**config.mk**
```make
export PLATFORM = sky130hd
export DESIGN_NAME = json_key_value_extractor_core
export DESIGN_NICKNAME = d
export VERILOG_FILES = /design/src/hw/rtl/jkv_pkg.sv /design/src/hw/rtl/json_key_value_extractor_core.sv /design/src/hw/rtl/jkv_csr.sv /design/src/hw/rtl/jkv_parse.sv /design/src/hw/rtl/jkv_rsp_fifo.sv
export SDC_FILE = /design/constraint.sdc
export NUM_CORES = 1
export LEC_CHECK = 0
export BUFFER_PORTS_ARGS = -buffer_cell sky130_fd_sc_hd__buf_2
export CAP_MARGIN = 30
export CORE_MARGIN = 8
export CORE_UTILIZATION = 55
export DETAILED_ROUTE_END_ITERATION = 10
export PLACE_DENSITY_LB_ADDON = 0.25
export SYNTH_ARGS = -nofsm -noshare
export SYNTH_HDL_FRONTEND = slang
export SYNTH_SLANG_ARGS = --single-unit
```
**constraint.sdc**
```tcl
create_clock -name clock -period 4.37 [get_ports clock]
set_input_delay 0.2185 -clock clock [delete_from_list [all_inputs] [get_ports clock]]
set_output_delay 0.2185 -clock clock [all_outputs]
set_load 0.03 [all_outputs]
```
**src/hw/rtl/jkv_pkg.sv**
```systemverilog
// ----------------------------------------------------------------------------
// JSON key/value extractor package
// Shared beat types, status codes, register indexes and character constants.
// ----------------------------------------------------------------------------
package jkv_pkg;

   // Input beat: one document byte and its end marker.
   typedef struct packed {
      logic [7:0] data_byte;
      logic       end_of_document;
   } req_payload_type;

   // Result beat: either a decoded character or the final status.
   typedef struct packed {
      logic              is_final;
      logic [7:0]        value_char;
      logic [2:0]        status;
      logic signed [31:0] int_value;
      logic [11:0]       string_length;
   } rsp_payload_type;

   // Up to two result beats produced by one input beat.
   typedef struct packed {
      logic [1:0]      count;
      rsp_payload_type first;
      rsp_payload_type second;
   } push_type;

   // Configuration values other than the key bytes.
   typedef struct packed {
      logic [5:0]  key_length;
      logic        value_kind;
      logic [11:0] max_value_chars;
   } cfg_type;

   // Status codes.
   localparam logic [2:0] STATUS_OK        = 3'd0;
   localparam logic [2:0] STATUS_NOT_FOUND = 3'd1;
   localparam logic [2:0] STATUS_FORMAT    = 3'd2;
   localparam logic [2:0] STATUS_BUFFER    = 3'd3;
   localparam logic [2:0] STATUS_EMPTY_KEY = 3'd4;

   // Register indexes.
   localparam logic [2:0] CSR_KEY_BYTES_0_7   = 3'd0;
   localparam logic [2:0] CSR_KEY_LENGTH      = 3'd4;
   localparam logic [2:0] CSR_VALUE_KIND      = 3'd5;
   localparam logic [2:0] CSR_MAX_VALUE_CHARS = 3'd6;

   // Value kinds.
   localparam logic KIND_STRING = 1'b0;

   // Reset value of the character limit.
   localparam logic [11:0] MAX_CHARS_RESET = 12'd63;

   // Characters.
   localparam logic [7:0] CH_QUOTE     = 8'h22;
   localparam logic [7:0] CH_BACKSLASH = 8'h5C;
   localparam logic [7:0] CH_SLASH     = 8'h2F;
   localparam logic [7:0] CH_COLON     = 8'h3A;
   localparam logic [7:0] CH_MINUS     = 8'h2D;
   localparam logic [7:0] CH_ZERO      = 8'h30;
   localparam logic [7:0] CH_NINE      = 8'h39;
   localparam logic [7:0] CH_SPACE     = 8'h20;
   localparam logic [7:0] CH_TAB       = 8'h09;
   localparam logic [7:0] CH_CR        = 8'h0D;
   localparam logic [7:0] CH_LF        = 8'h0A;
   localparam logic [7:0] CH_BS        = 8'h08;
   localparam logic [7:0] CH_FF        = 8'h0C;
   localparam logic [7:0] CH_LOWER_B   = 8'h62;
   localparam logic [7:0] CH_LOWER_F   = 8'h66;
   localparam logic [7:0] CH_LOWER_N   = 8'h6E;
   localparam logic [7:0] CH_LOWER_R   = 8'h72;
   localparam logic [7:0] CH_LOWER_T   = 8'h74;

   // Depth of the result queue; it must hold at least two beats.
   localparam int RSP_DEPTH = 4;

   // JSON whitespace test.
   function automatic logic is_space(input logic [7:0] b);
      return (b == CH_SPACE) || (b == CH_TAB) || (b == CH_CR) || (b == CH_LF);
   endfunction

endpackage

```
**src/hw/rtl/json_key_value_extractor_core.sv**
```systemverilog
// The beats of an accepted byte enter the registered result queue. Throughput: one byte
// per cycle while req_ready is high; the parser state updates once per byte in one pass.
// A byte that ends the document may yield two beats; the four-entry result queue drains
// one beat per cycle while rsp_ready is high, and req_ready drops while fewer than two
// entries are free. Reset: clears the parser state and result queue and resets registers.
// ----------------------------------------------------------------------------
// JSON key/value extractor
// Finds a configured key in a JSON byte stream and returns its string value as
// character beats then a final status beat, or its integer value in the status beat.
// ----------------------------------------------------------------------------
module json_key_value_extractor_core import jkv_pkg::*; #(
   parameter int KEY_MAX_BYTES   = 32,
   parameter int VALUE_MAX_CHARS = 4095
) (
   input  logic            clock,
   input  logic            reset,
   input  logic            req_valid,
   output logic            req_ready,
   input  req_payload_type req_payload,
   output logic            rsp_valid,
   input  logic            rsp_ready,
   output rsp_payload_type rsp_payload,
   input  logic            csr_wr_en,
   input  logic [2:0]      csr_index,
   input  logic [63:0]     csr_wdata
);

   logic [7:0] key_bytes [KEY_MAX_BYTES];
   cfg_type    cfg;
   push_type   push;
   logic       room;
   logic       take;

   // An input beat is taken only out of reset and when the queue can absorb two results.
   assign req_ready = room && !reset;
   assign take      = req_valid && req_ready;

   jkv_csr #(
      .KEY_MAX_BYTES(KEY_MAX_BYTES)
   ) u_csr (
      .clock     (clock),
      .reset     (reset),
      .csr_wr_en (csr_wr_en),
      .csr_index (csr_index),
      .csr_wdata (csr_wdata),
      .key_bytes (key_bytes),
      .cfg       (cfg)
   );

   jkv_parse #(
      .KEY_MAX_BYTES  (KEY_MAX_BYTES),
      .VALUE_MAX_CHARS(VALUE_MAX_CHARS)
   ) u_parse (
      .clock      (clock),
      .reset      (reset),
      .take       (take),
      .req_payload(req_payload),
      .key_bytes  (key_bytes),
      .cfg        (cfg),
      .push       (push)
   );

   jkv_rsp_fifo u_rsp_fifo (
      .clock      (clock),
      .reset      (reset),
      .push       (push),
      .room       (room),
      .rsp_valid  (rsp_valid),
      .rsp_ready  (rsp_ready),
      .rsp_payload(rsp_payload)
   );

endmodule

```
**src/hw/rtl/jkv_csr.sv**
```systemverilog
// ----------------------------------------------------------------------------
// JSON key/value extractor configuration registers
// Holds the key bytes, key length, value kind and character limit.
// ----------------------------------------------------------------------------
module jkv_csr import jkv_pkg::*; #(
   parameter int KEY_MAX_BYTES = 32
) (
   input  logic        clock,
   input  logic        reset,
   input  logic        csr_wr_en,
   input  logic [2:0]  csr_index,
   input  logic [63:0] csr_wdata,
   output logic [7:0]  key_bytes [KEY_MAX_BYTES],
   output cfg_type     cfg
);

   logic [7:0] key_ff [KEY_MAX_BYTES];
   cfg_type    cfg_ff;

   // Each key byte lives in one 64-bit register at a fixed byte lane.
   for (genvar g = 0; g < KEY_MAX_BYTES; g++) begin : g_key
      localparam int GRP  = g / 8;
      localparam int LANE = g % 8;
      always_ff @(posedge clock) begin
         if (reset) begin
            key_ff[g] <= 8'd0;
         end else if (csr_wr_en && (csr_index == CSR_KEY_BYTES_0_7 + 3'(GRP))) begin
            key_ff[g] <= csr_wdata[LANE*8 +: 8];
         end
      end
      assign key_bytes[g] = key_ff[g];
   end

   // Scalar configuration registers.
   always_ff @(posedge clock) begin
      if (reset) begin
         cfg_ff.key_length      <= 6'd0;
         cfg_ff.value_kind      <= KIND_STRING;
         cfg_ff.max_value_chars <= MAX_CHARS_RESET;
      end else if (csr_wr_en) begin
         case (csr_index)
            CSR_KEY_LENGTH:      cfg_ff.key_length      <= csr_wdata[5:0];
            CSR_VALUE_KIND:      cfg_ff.value_kind      <= csr_wdata[0];
            CSR_MAX_VALUE_CHARS: cfg_ff.max_value_chars <= csr_wdata[11:0];
            default: ;
         endcase
      end
   end

   assign cfg = cfg_ff;

endmodule

```
**src/hw/rtl/jkv_parse.sv**
```systemverilog
// ----------------------------------------------------------------------------
// JSON key/value extractor parser
// Per-byte state machine: key match, colon search, value decode, final status.
// ----------------------------------------------------------------------------
module jkv_parse import jkv_pkg::*; #(
   parameter int KEY_MAX_BYTES   = 32,
   parameter int VALUE_MAX_CHARS = 4095
) (
   input  logic            clock,
   input  logic            reset,
   input  logic            take,
   input  req_payload_type req_payload,
   input  logic [7:0]      key_bytes [KEY_MAX_BYTES],
   input  cfg_type         cfg,
   output push_type        push
);

   localparam int KPW     = $clog2(KEY_MAX_BYTES + 1);
   localparam int LIM_MAX = (VALUE_MAX_CHARS < 4095) ? VALUE_MAX_CHARS : 4095;
   localparam int CNT_W   = (LIM_MAX > 1) ? $clog2(LIM_MAX + 1) : 1;

   typedef enum logic [2:0] {
      PH_SCAN,
      PH_KEY,
      PH_COLON,
      PH_PRESPACE,
      PH_STRVAL,
      PH_INTVAL,
      PH_DONE
   } phase_type;

   phase_type          phase_ff, phase_in;
   logic [KPW-1:0]     key_pos_ff, key_pos_in;
   logic               key_match_ff, key_match_in;
   logic               esc_ff, esc_in;
   logic [CNT_W-1:0]   count_ff, count_in;
   logic signed [31:0] acc_ff, acc_in;
   logic               neg_ff, neg_in;
   logic               digit_ff, digit_in;

   logic [7:0]      b;
   logic            last;
   logic [5:0]      klen;
   logic [11:0]     limit;
   logic            key_hit;
   logic            do_int;
   logic [7:0]      ch;
   logic            emit;
   logic            res_a_vld, res_b_vld;
   rsp_payload_type res_a, res_b;

   assign b    = req_payload.data_byte;
   assign last = req_payload.end_of_document;

   // Effective key length and character limit.
   assign klen  = (cfg.key_length > 6'(KEY_MAX_BYTES)) ? 6'(KEY_MAX_BYTES) : cfg.key_length;
   assign limit = (cfg.max_value_chars > 12'(LIM_MAX)) ? 12'(LIM_MAX) : cfg.max_value_chars;

   // Compare the byte with the key character at the current position.
   always_comb begin
      key_hit = 1'b0;
      for (int i = 0; i < KEY_MAX_BYTES; i++) begin
         if ((key_pos_ff == KPW'(i)) && (key_bytes[i] == b)) begin
            key_hit = 1'b1;
         end
      end
   end

   // Next state and result beats for the byte on the input.
   always_comb begin
      phase_in     = phase_ff;
      key_pos_in   = key_pos_ff;
      key_match_in = key_match_ff;
      esc_in       = esc_ff;
      count_in     = count_ff;
      acc_in       = acc_ff;
      neg_in       = neg_ff;
      digit_in     = digit_ff;
      do_int       = 1'b0;
      ch           = b;
      emit         = 1'b0;
      res_a_vld    = 1'b0;
      res_b_vld    = 1'b0;
      res_a        = '0;
      res_b        = '0;
      res_a.is_final = 1'b1;
      res_b.is_final = 1'b1;

      if ((phase_ff != PH_DONE) && (klen == 6'd0)) begin
         // Empty key: bytes are ignored until the end of the document.
         if (last) begin
            res_b_vld    = 1'b1;
            res_b.status = STATUS_EMPTY_KEY;
         end
      end else begin
         case (phase_ff)
            PH_SCAN: begin
               if (b == CH_QUOTE) begin
                  phase_in     = PH_KEY;
                  key_pos_in   = '0;
                  key_match_in = 1'b1;
                  esc_in       = 1'b0;
               end
            end
            PH_KEY: begin
               if (esc_ff) begin
                  esc_in = 1'b0;
               end else if (b == CH_BACKSLASH) begin
                  esc_in       = 1'b1;
                  key_match_in = 1'b0;
               end else if (b == CH_QUOTE) begin
                  phase_in = (key_match_ff && (6'(key_pos_ff) == klen)) ? PH_COLON : PH_SCAN;
               end else if (key_match_ff) begin
                  if ((6'(key_pos_ff) < klen) && key_hit) begin
                     key_pos_in = key_pos_ff + 1'b1;
                  end else begin
                     key_match_in = 1'b0;
                  end
               end
            end
            PH_COLON: begin
               if (b == CH_COLON) begin
                  phase_in = PH_PRESPACE;
               end else if (b == CH_QUOTE) begin
                  phase_in     = PH_KEY;
                  key_pos_in   = '0;
                  key_match_in = 1'b1;
                  esc_in       = 1'b0;
               end else if (!is_space(b)) begin
                  phase_in = PH_SCAN;
               end
            end
            PH_PRESPACE: begin
               if (!is_space(b)) begin
                  if (cfg.value_kind == KIND_STRING) begin
                     if (b == CH_QUOTE) begin
                        phase_in = PH_STRVAL;
                        count_in = '0;
                        esc_in   = 1'b0;
                     end else begin
                        res_a_vld    = 1'b1;
                        res_a.status = STATUS_FORMAT;
                        phase_in     = PH_DONE;
                     end
                  end else if (b == CH_MINUS) begin
                     neg_in   = 1'b1;
                     phase_in = PH_INTVAL;
                  end else begin
                     // The byte is the first of the number.
                     phase_in = PH_INTVAL;
                     do_int   = 1'b1;
                  end
               end
            end
            PH_INTVAL: begin
               do_int = 1'b1;
            end
            PH_STRVAL: begin
               if (esc_ff) begin
                  esc_in = 1'b0;
                  emit   = 1'b1;
                  case (b)
                     CH_QUOTE, CH_BACKSLASH, CH_SLASH: ch = b;
                     CH_LOWER_B: ch = CH_BS;
                     CH_LOWER_F: ch = CH_FF;
                     CH_LOWER_N: ch = CH_LF;
                     CH_LOWER_R: ch = CH_CR;
                     CH_LOWER_T: ch = CH_TAB;
                     default: begin
                        emit         = 1'b0;
                        res_a_vld    = 1'b1;
                        res_a.status = STATUS_FORMAT;
                        phase_in     = PH_DONE;
                     end
                  endcase
               end else if (b == CH_BACKSLASH) begin
                  esc_in = 1'b1;
               end else if (b == CH_QUOTE) begin
                  res_a_vld           = 1'b1;
                  res_a.status        = STATUS_OK;
                  res_a.string_length = 12'(count_ff);
                  phase_in            = PH_DONE;
               end else begin
                  emit = 1'b1;
               end
               // Emit the decoded character unless the buffer is full.
               if (emit) begin
                  res_a_vld = 1'b1;
                  if (12'(count_ff) >= limit) begin
                     res_a.status = STATUS_BUFFER;
                     phase_in     = PH_DONE;
                  end else begin
                     res_a.is_final   = 1'b0;
                     res_a.value_char = ch;
                     count_in         = count_ff + 1'b1;
                  end
               end
            end
            default: begin
               phase_in = PH_DONE;
            end
         endcase

         // Integer digit step; the accumulator already carries the sign.
         if (do_int) begin
            if ((b >= CH_ZERO) && (b <= CH_NINE)) begin
               if (neg_ff) begin
                  acc_in = (acc_ff <<< 3) + (acc_ff <<< 1) - $signed(32'(b[3:0]));
               end else begin
                  acc_in = (acc_ff <<< 3) + (acc_ff <<< 1) + $signed(32'(b[3:0]));
               end
               digit_in = 1'b1;
            end else begin
               res_a_vld = 1'b1;
               if (digit_ff) begin
                  res_a.status    = STATUS_OK;
                  res_a.int_value = acc_ff;
               end else begin
                  res_a.status = STATUS_FORMAT;
               end
               phase_in = PH_DONE;
            end
         end

         // Final status at the end of the document if none was given.
         if (last) begin
            if ((phase_in == PH_SCAN) || (phase_in == PH_COLON)) begin
               res_b_vld    = 1'b1;
               res_b.status = STATUS_NOT_FOUND;
            end else if ((phase_in == PH_INTVAL) && digit_in) begin
               res_b_vld       = 1'b1;
               res_b.status    = STATUS_OK;
               res_b.int_value = acc_in;
            end else if (phase_in != PH_DONE) begin
               res_b_vld    = 1'b1;
               res_b.status = STATUS_FORMAT;
            end
         end
      end

      // End of document returns the per-document state to its reset values.
      if (last) begin
         phase_in     = PH_SCAN;
         key_pos_in   = '0;
         key_match_in = 1'b0;
         esc_in       = 1'b0;
         count_in     = '0;
         acc_in       = '0;
         neg_in       = 1'b0;
         digit_in     = 1'b0;
      end
   end

   // Pack the result beats in order.
   always_comb begin
      push.second = res_b;
      if (res_a_vld) begin
         push.first = res_a;
         push.count = res_b_vld ? 2'd2 : 2'd1;
      end else begin
         push.first = res_b;
         push.count = res_b_vld ? 2'd1 : 2'd0;
      end
      if (!take) begin
         push.count = 2'd0;
      end
   end

   // Parser state.
   always_ff @(posedge clock) begin
      if (reset) begin
         phase_ff     <= PH_SCAN;
         key_pos_ff   <= '0;
         key_match_ff <= 1'b0;
         esc_ff       <= 1'b0;
         count_ff     <= '0;
         acc_ff       <= '0;
         neg_ff       <= 1'b0;
         digit_ff     <= 1'b0;
      end else if (take) begin
         phase_ff     <= phase_in;
         key_pos_ff   <= key_pos_in;
         key_match_ff <= key_match_in;
         esc_ff       <= esc_in;
         count_ff     <= count_in;
         acc_ff       <= acc_in;
         neg_ff       <= neg_in;
         digit_ff     <= digit_in;
      end
   end

   // A second beat from one byte is always the end-of-document status.
   assert property (@(posedge clock) disable iff (reset)
      (push.count == 2'd2) |-> push.second.is_final)
      else $error("second result beat is not a final status");

   // A character beat carries no status.
   assert property (@(posedge clock) disable iff (reset)
      ((push.count != 2'd0) && !push.first.is_final) |-> (push.first.status == STATUS_OK))
      else $error("character beat with nonzero status");

   // The end of a document always returns the parser to scanning.
   assert property (@(posedge clock) disable iff (reset)
      (take && last) |=> ((phase_ff == PH_SCAN) && !digit_ff && (count_ff == '0)))
      else $error("parser state not cleared at end of document");

endmodule

```
**src/hw/rtl/jkv_rsp_fifo.sv**
```systemverilog
// ----------------------------------------------------------------------------
// JSON key/value extractor result queue
// Small queue: takes up to two result beats per cycle, gives one if rsp_ready.
// ----------------------------------------------------------------------------
module jkv_rsp_fifo import jkv_pkg::*; (
   input  logic            clock,
   input  logic            reset,
   input  push_type        push,
   output logic            room,
   output logic            rsp_valid,
   input  logic            rsp_ready,
   output rsp_payload_type rsp_payload
);

   localparam int PW = $clog2(RSP_DEPTH);
   localparam int CW = $clog2(RSP_DEPTH + 1);

   rsp_payload_type mem_ff [RSP_DEPTH];
   logic [PW-1:0]   wr_ptr_ff, wr_ptr_in;
   logic [PW-1:0]   rd_ptr_ff, rd_ptr_in;
   logic [CW-1:0]   cnt_ff, cnt_in;
   logic            pop;

   assign pop         = rsp_valid && rsp_ready;
   assign rsp_valid   = (cnt_ff != '0);
   assign rsp_payload = mem_ff[rd_ptr_ff];
   // Room for two beats regardless of the output side.
   assign room        = (cnt_ff <= CW'(RSP_DEPTH - 2));

   // Pointer and fill count updates.
   always_comb begin
      wr_ptr_in = wr_ptr_ff + PW'(push.count);
      rd_ptr_in = rd_ptr_ff + PW'(pop);
      cnt_in    = cnt_ff + CW'(push.count) - CW'(pop);
   end

   always_ff @(posedge clock) begin
      if (reset) begin
         wr_ptr_ff <= '0;
         rd_ptr_ff <= '0;
         cnt_ff    <= '0;
      end else begin
         wr_ptr_ff <= wr_ptr_in;
         rd_ptr_ff <= rd_ptr_in;
         cnt_ff    <= cnt_in;
      end
   end

   // Storage for queued beats.
   always_ff @(posedge clock) begin
      if (push.count != 2'd0) begin
         mem_ff[wr_ptr_ff] <= push.first;
      end
      if (push.count == 2'd2) begin
         mem_ff[wr_ptr_ff + 1'b1] <= push.second;
      end
   end

   // The fill count never goes past the depth.
   assert property (@(posedge clock) disable iff (reset)
      cnt_ff <= CW'(RSP_DEPTH))
      else $error("result queue fill count beyond depth");

   // Pointers stay consistent with the fill count.
   assert property (@(posedge clock) disable iff (reset)
      PW'(wr_ptr_ff - rd_ptr_ff) == PW'(cnt_ff))
      else $error("result queue pointers disagree with fill count");

   // A push never overruns the queue.
   assert property (@(posedge clock) disable iff (reset)
      (push.count != 2'd0) |-> ((cnt_ff + CW'(push.count)) <= CW'(RSP_DEPTH)))
      else $error("result queue overrun");

endmodule

```
==> impl.org <==
** Timing
- RSZ-0062 raised after global routing :: true
- Clock period minus final worst setup slack :: 4.25 ns
- Final-layout setup total negative slack :: 0 ns
- Final worst clock skew :: 0.0247 ns
- For the pin with the worst max-slew slack, the measured transition is 1.05 ns.
- Worst-case headroom to the max-slew limit :: 0.296
- Worst Slack Setup Final :: 0.124 ns
- Hold violation total from the final report :: 0
- Based on the critical path, the design can be clocked at up to 236 MHz.
- Final worst-path cycle share :: 0.972
- The max-slew violation count was 0.
- Setup violations remaining at the end of the flow were counted as 0.

** Placed design
- In this run, placement finished with an instance count of 3855.
- The count of buffers added on input and output ports is 138.
- Routability congestion estimate from global placement :: 0.901
- Post-detail-place hpwl :: 62.0 mm
- Place WS :: -0.185 ns

** Floorplanning
- Die width :: 253 um
- Die footprint :: 63900 um2
- Measured along the y axis, the die boundary spans 253 um.
- For this configuration, the core starts out at a cell density of 0.551.
- Core footprint :: 56000 um2
- In this run the core area contains 87 standard-cell rows.
- 139 I/O pins were placed.

** Global routing
- The first global-routing pass estimated 140 mm of wire.
- Total Routing Usage GR :: 0.278
- Entering global routing, the biggest net connects 76 pins.
- For this run the aggregate overflow at the end of global routing stands at 0.
- Number of antenna violations at the first check in global routing :: 5
- Via count of the first global-routing pass :: 24564

** Critical path
- Along the worst path, the maximum fanout reaches 4.
- Endpoint type of the worst setup path :: flop
- Worst r2r src :: u_parse.acc_ff[0]
- The critical path in this run is classified as reg2reg.
- Setup slack on the worst flop-to-flop path :: 0.12 ns
- Crit. Startpoint :: u_parse.acc_ff[0]
- The worst register-to-register path ends at u_rsp_fifo.mem_ff[0][42].
- Data arrives at the worst endpoint at 4.72 ns.
- The worst register-to-register path has a depth of 14.
- In this run the worst setup path terminates at u_rsp_fifo.mem_ff[0][42].
- Worst Setup Start Kind :: flop
- At the worst endpoint, the required time is 4.84 ns.

** Clocking
- Maximum number of buffers from clock root to sink :: 3
- Clock latency at the later pin of the worst-skew pair :: 0.63 ns
- TritonCTS sink count :: 563
- After clock tree synthesis, the clock-pin slew on the worst setup and hold paths is 0.06 ns.
- Counting the buffers created by CTS gives 59.
- H-tree levels :: 2
- CTS tree :: yes
- The tree is rooted in a clkbuf_16.

** Synthesis
- Of the synthesized area, sequential elements account for 0.494.
- The number of nets handed over by synthesis was 3086.
- After synthesis, the netlist uses 92 different library cells.
- Async S/R FF share, synth :: 0
- In this run the cell area of the synthesized design comes to 30800 um2.
- Post-Synthesis Mean Instance Area :: 10.5 um2
- Flip-flop and latch count after synthesis :: 563
- Number of flops mapped to enable cells by yosys :: 396
- Total number of yosys warnings :: 0
- For this run, the leading register cell type out of synthesis is edfxtp_1.
- Synthesis produced a netlist whose cell count is 2938.

** Power and ir drop
- Power share of the combinational group :: 0.124
- The share of total power dissipated in sequential elements is 0.472.
- Internal cell power :: 9.72 mW
- VDD sags by at most 0.338 mV.
- For this design the static power due to leakage is 13.0 nW.
- Power density over cell area :: 356 nW/um2
- Of the total power, the share spent switching nets is 0.249.
- Final Power :: 12.9 mW
- Power share of the clock group :: 0.403
- In this run the power spent charging and discharging nets is 3.22 mW.

** Cells and area
- Share of layout cells above drive strength 1 :: 0.178
- Final Core Density :: 0.650
- Area overhead of the layout relative to synthesis :: 18.0%
- The count of cells in the finished layout, fillers not included, comes to 4034.
- Total Nets Final :: 3376
- In the layout the commonest cells are edfxtp_1, nand2_1, and2_1.
- The library cell used most frequently in the layout, excluding fill and tap cells, is edfxtp_1.

** Route
- Detailed-route vias per instance :: 6.13
- Number of remaining DRC errors :: 0
- Final wirelength :: 90.9 mm
- Drt pass-1 iters :: 6
- In the final routed layout, each cell accounts on average for 22.5 um.
- Final ANT Viol Nets :: 0
- The detailed router finished its first iteration with 2409 violations.
- Count of vias placed by the detailed router :: 24724

** Outcome
- Status :: finished clean

** Job
- MaxCap Viol Count :: 0

** Min path
- The path class of the tightest hold or removal check is in2reg.
- The startpoint identified for the worst hold timing path is req_payload[0].
what timing repair did:
item,4_1_cts,5_1_grt
hold endpoints to repair,244,0
endpoints found under the setup margin,32,200
pin swaps,4,7
hold buffers,64,0
gates resized for setup,11,39
buffers inserted,1,3
cells by family after synthesis:
family          synth area share
buf+inv                   0.0313
fa+ha+maj                 0.0281
simple gates               0.190
compound gates             0.120
flops                      0.494
xor+xnor                  0.0873
mux                       0.0492
metrics by stage:
stage          hold slack, ns  area (um2)
6_report                0.105       36400
5_1_grt                0.0903       36400
4_1_cts                0.0528       36200
3_5_place_dp            0.446       33500
3_3_place_gp            0.429       33500
2_1_floorplan           0.339       30900
cells in the mapped netlist, drive strengths merged (11+ instances only):
| library cell | instances | area, um2 |
|---|---|---|
| nor4 | 40 | 256 |
| nor2b | 16 | 100 |
| nand2b | 16 | 100 |
| o21ai | 123 | 616 |
| a21oi | 145 | 729 |
| mux4 | 56 | 1260 |
| xor2 | 53 | 464 |
| a211oi | 12 | 95.1 |
| or4 | 11 | 82.6 |
| nand2 | 341 | 1280 |
| dfxtp | 167 | 3340 |
| a22oi | 36 | 270 |
| edfxtp | 396 | 11900 |
| nor3 | 58 | 290 |
| nand4 | 80 | 522 |
| nand3b | 12 | 90.1 |
| ha | 63 | 788 |
| or3 | 26 | 164 |
| inv | 49 | 184 |
| nor2 | 140 | 526 |
| o22ai | 17 | 106 |
| nor3b | 12 | 90.1 |
| and3 | 14 | 92.6 |
| a22o | 53 | 464 |
| xnor2 | 252 | 2210 |
| a31oi | 39 | 250 |
| clkbuf | 124 | 495 |
| and2 | 267 | 1670 |
| mux2i | 20 | 200 |
| o21a | 19 | 143 |
| a21o | 27 | 204 |
| nand3 | 52 | 260 |
| buf | 58 | 287 |
| or2 | 15 | 93.8 |
how the worst min path moves through the flow:
stage                                    end  slack, ns  depth (start not counted)
floorplan                       u_csr.cfg[0]       0.34                          2
global placement    u_rsp_fifo.mem_ff[3][48]       0.43                          2
detailed placement  u_rsp_fifo.mem_ff[3][48]       0.45                          2
CTS                         u_parse.digit_ff       0.05                          2
global route                u_parse.digit_ff       0.09                          2
finish                      u_parse.digit_ff       0.10                          2
critical path: stages (launching register included):
cell	delay [ns]
dfxtp_1	0.32
ha_1	0.23
fa_2	0.38
a21o_2	0.24
a221o_2	0.38
a41o_1	0.25
o211a_1	0.27
a2111oi_4	0.39
nand4_4	0.14
buf_4	0.18
or3_4	0.40
or4b_4	0.51
nand4_4	0.13
nand2_2	0.09
a31oi_1	0.17
flip-flops by register name (all words and copies together), names as in the netlist:
| signal | flops |
|---|---|
| u_csr.cfg | 19 |
| u_rsp_fifo.rd_ptr_ff | 2 |
| u_rsp_fifo.wr_ptr_ff | 2 |
| u_parse.acc_ff | 32 |
| u_parse.digit_ff | 1 |
| u_parse.key_pos_ff | 6 |
| u_rsp_fifo.mem_ff | 224 |
| u_parse.key_match_ff | 1 |
| u_parse.phase_ff | 3 |
| u_csr.key_ff | 256 |
| u_parse.esc_ff | 1 |
| u_parse.count_ff | 12 |
| u_parse.neg_ff | 1 |
| u_rsp_fifo.cnt_ff | 3 |
power groups by stage:
stage / registers, mW / clock network (mW) / logic, mW
floorplan: 6.10 / 0 / 1.20
global placement: 6.22 / 0 / 1.55
detailed placement: 6.23 / 0 / 1.57
CTS: 6.12 / 5.26 / 1.62
global route: 6.15 / 5.46 / 1.71
finish: 6.11 / 5.22 / 1.61
area by class of cell:
| cell class | count | area, um2 |
|---|---|---|
| Fill cell | 4375 | 19600 |
| Sequential cell | 563 | 15200 |
| Multi-Input combinational cell | 2144 | 15000 |
| Timing Repair Buffer | 411 | 3020 |
| Clock buffer | 90 | 1730 |
| Tap cell | 756 | 946 |
| Clock inverter | 18 | 284 |
| Inverter | 49 | 199 |
| Antenna cell | 3 | 7.51 |
routing by layer:
metal / share of wire / vias to the layer above / GRT usage / routed length (um)
met5: 0 / - / 0 / 0
met4: 0.030 / 0 / 0.0980 / 2770
met3: 0.076 / 185 / 0.0366 / 6920
met2: 0.49 / 1097 / 0.474 / 44300
met1: 0.41 / 12126 / 0.363 / 36900
li1: - / 11316 / - / -
Power figures use the tool's default switching activity.
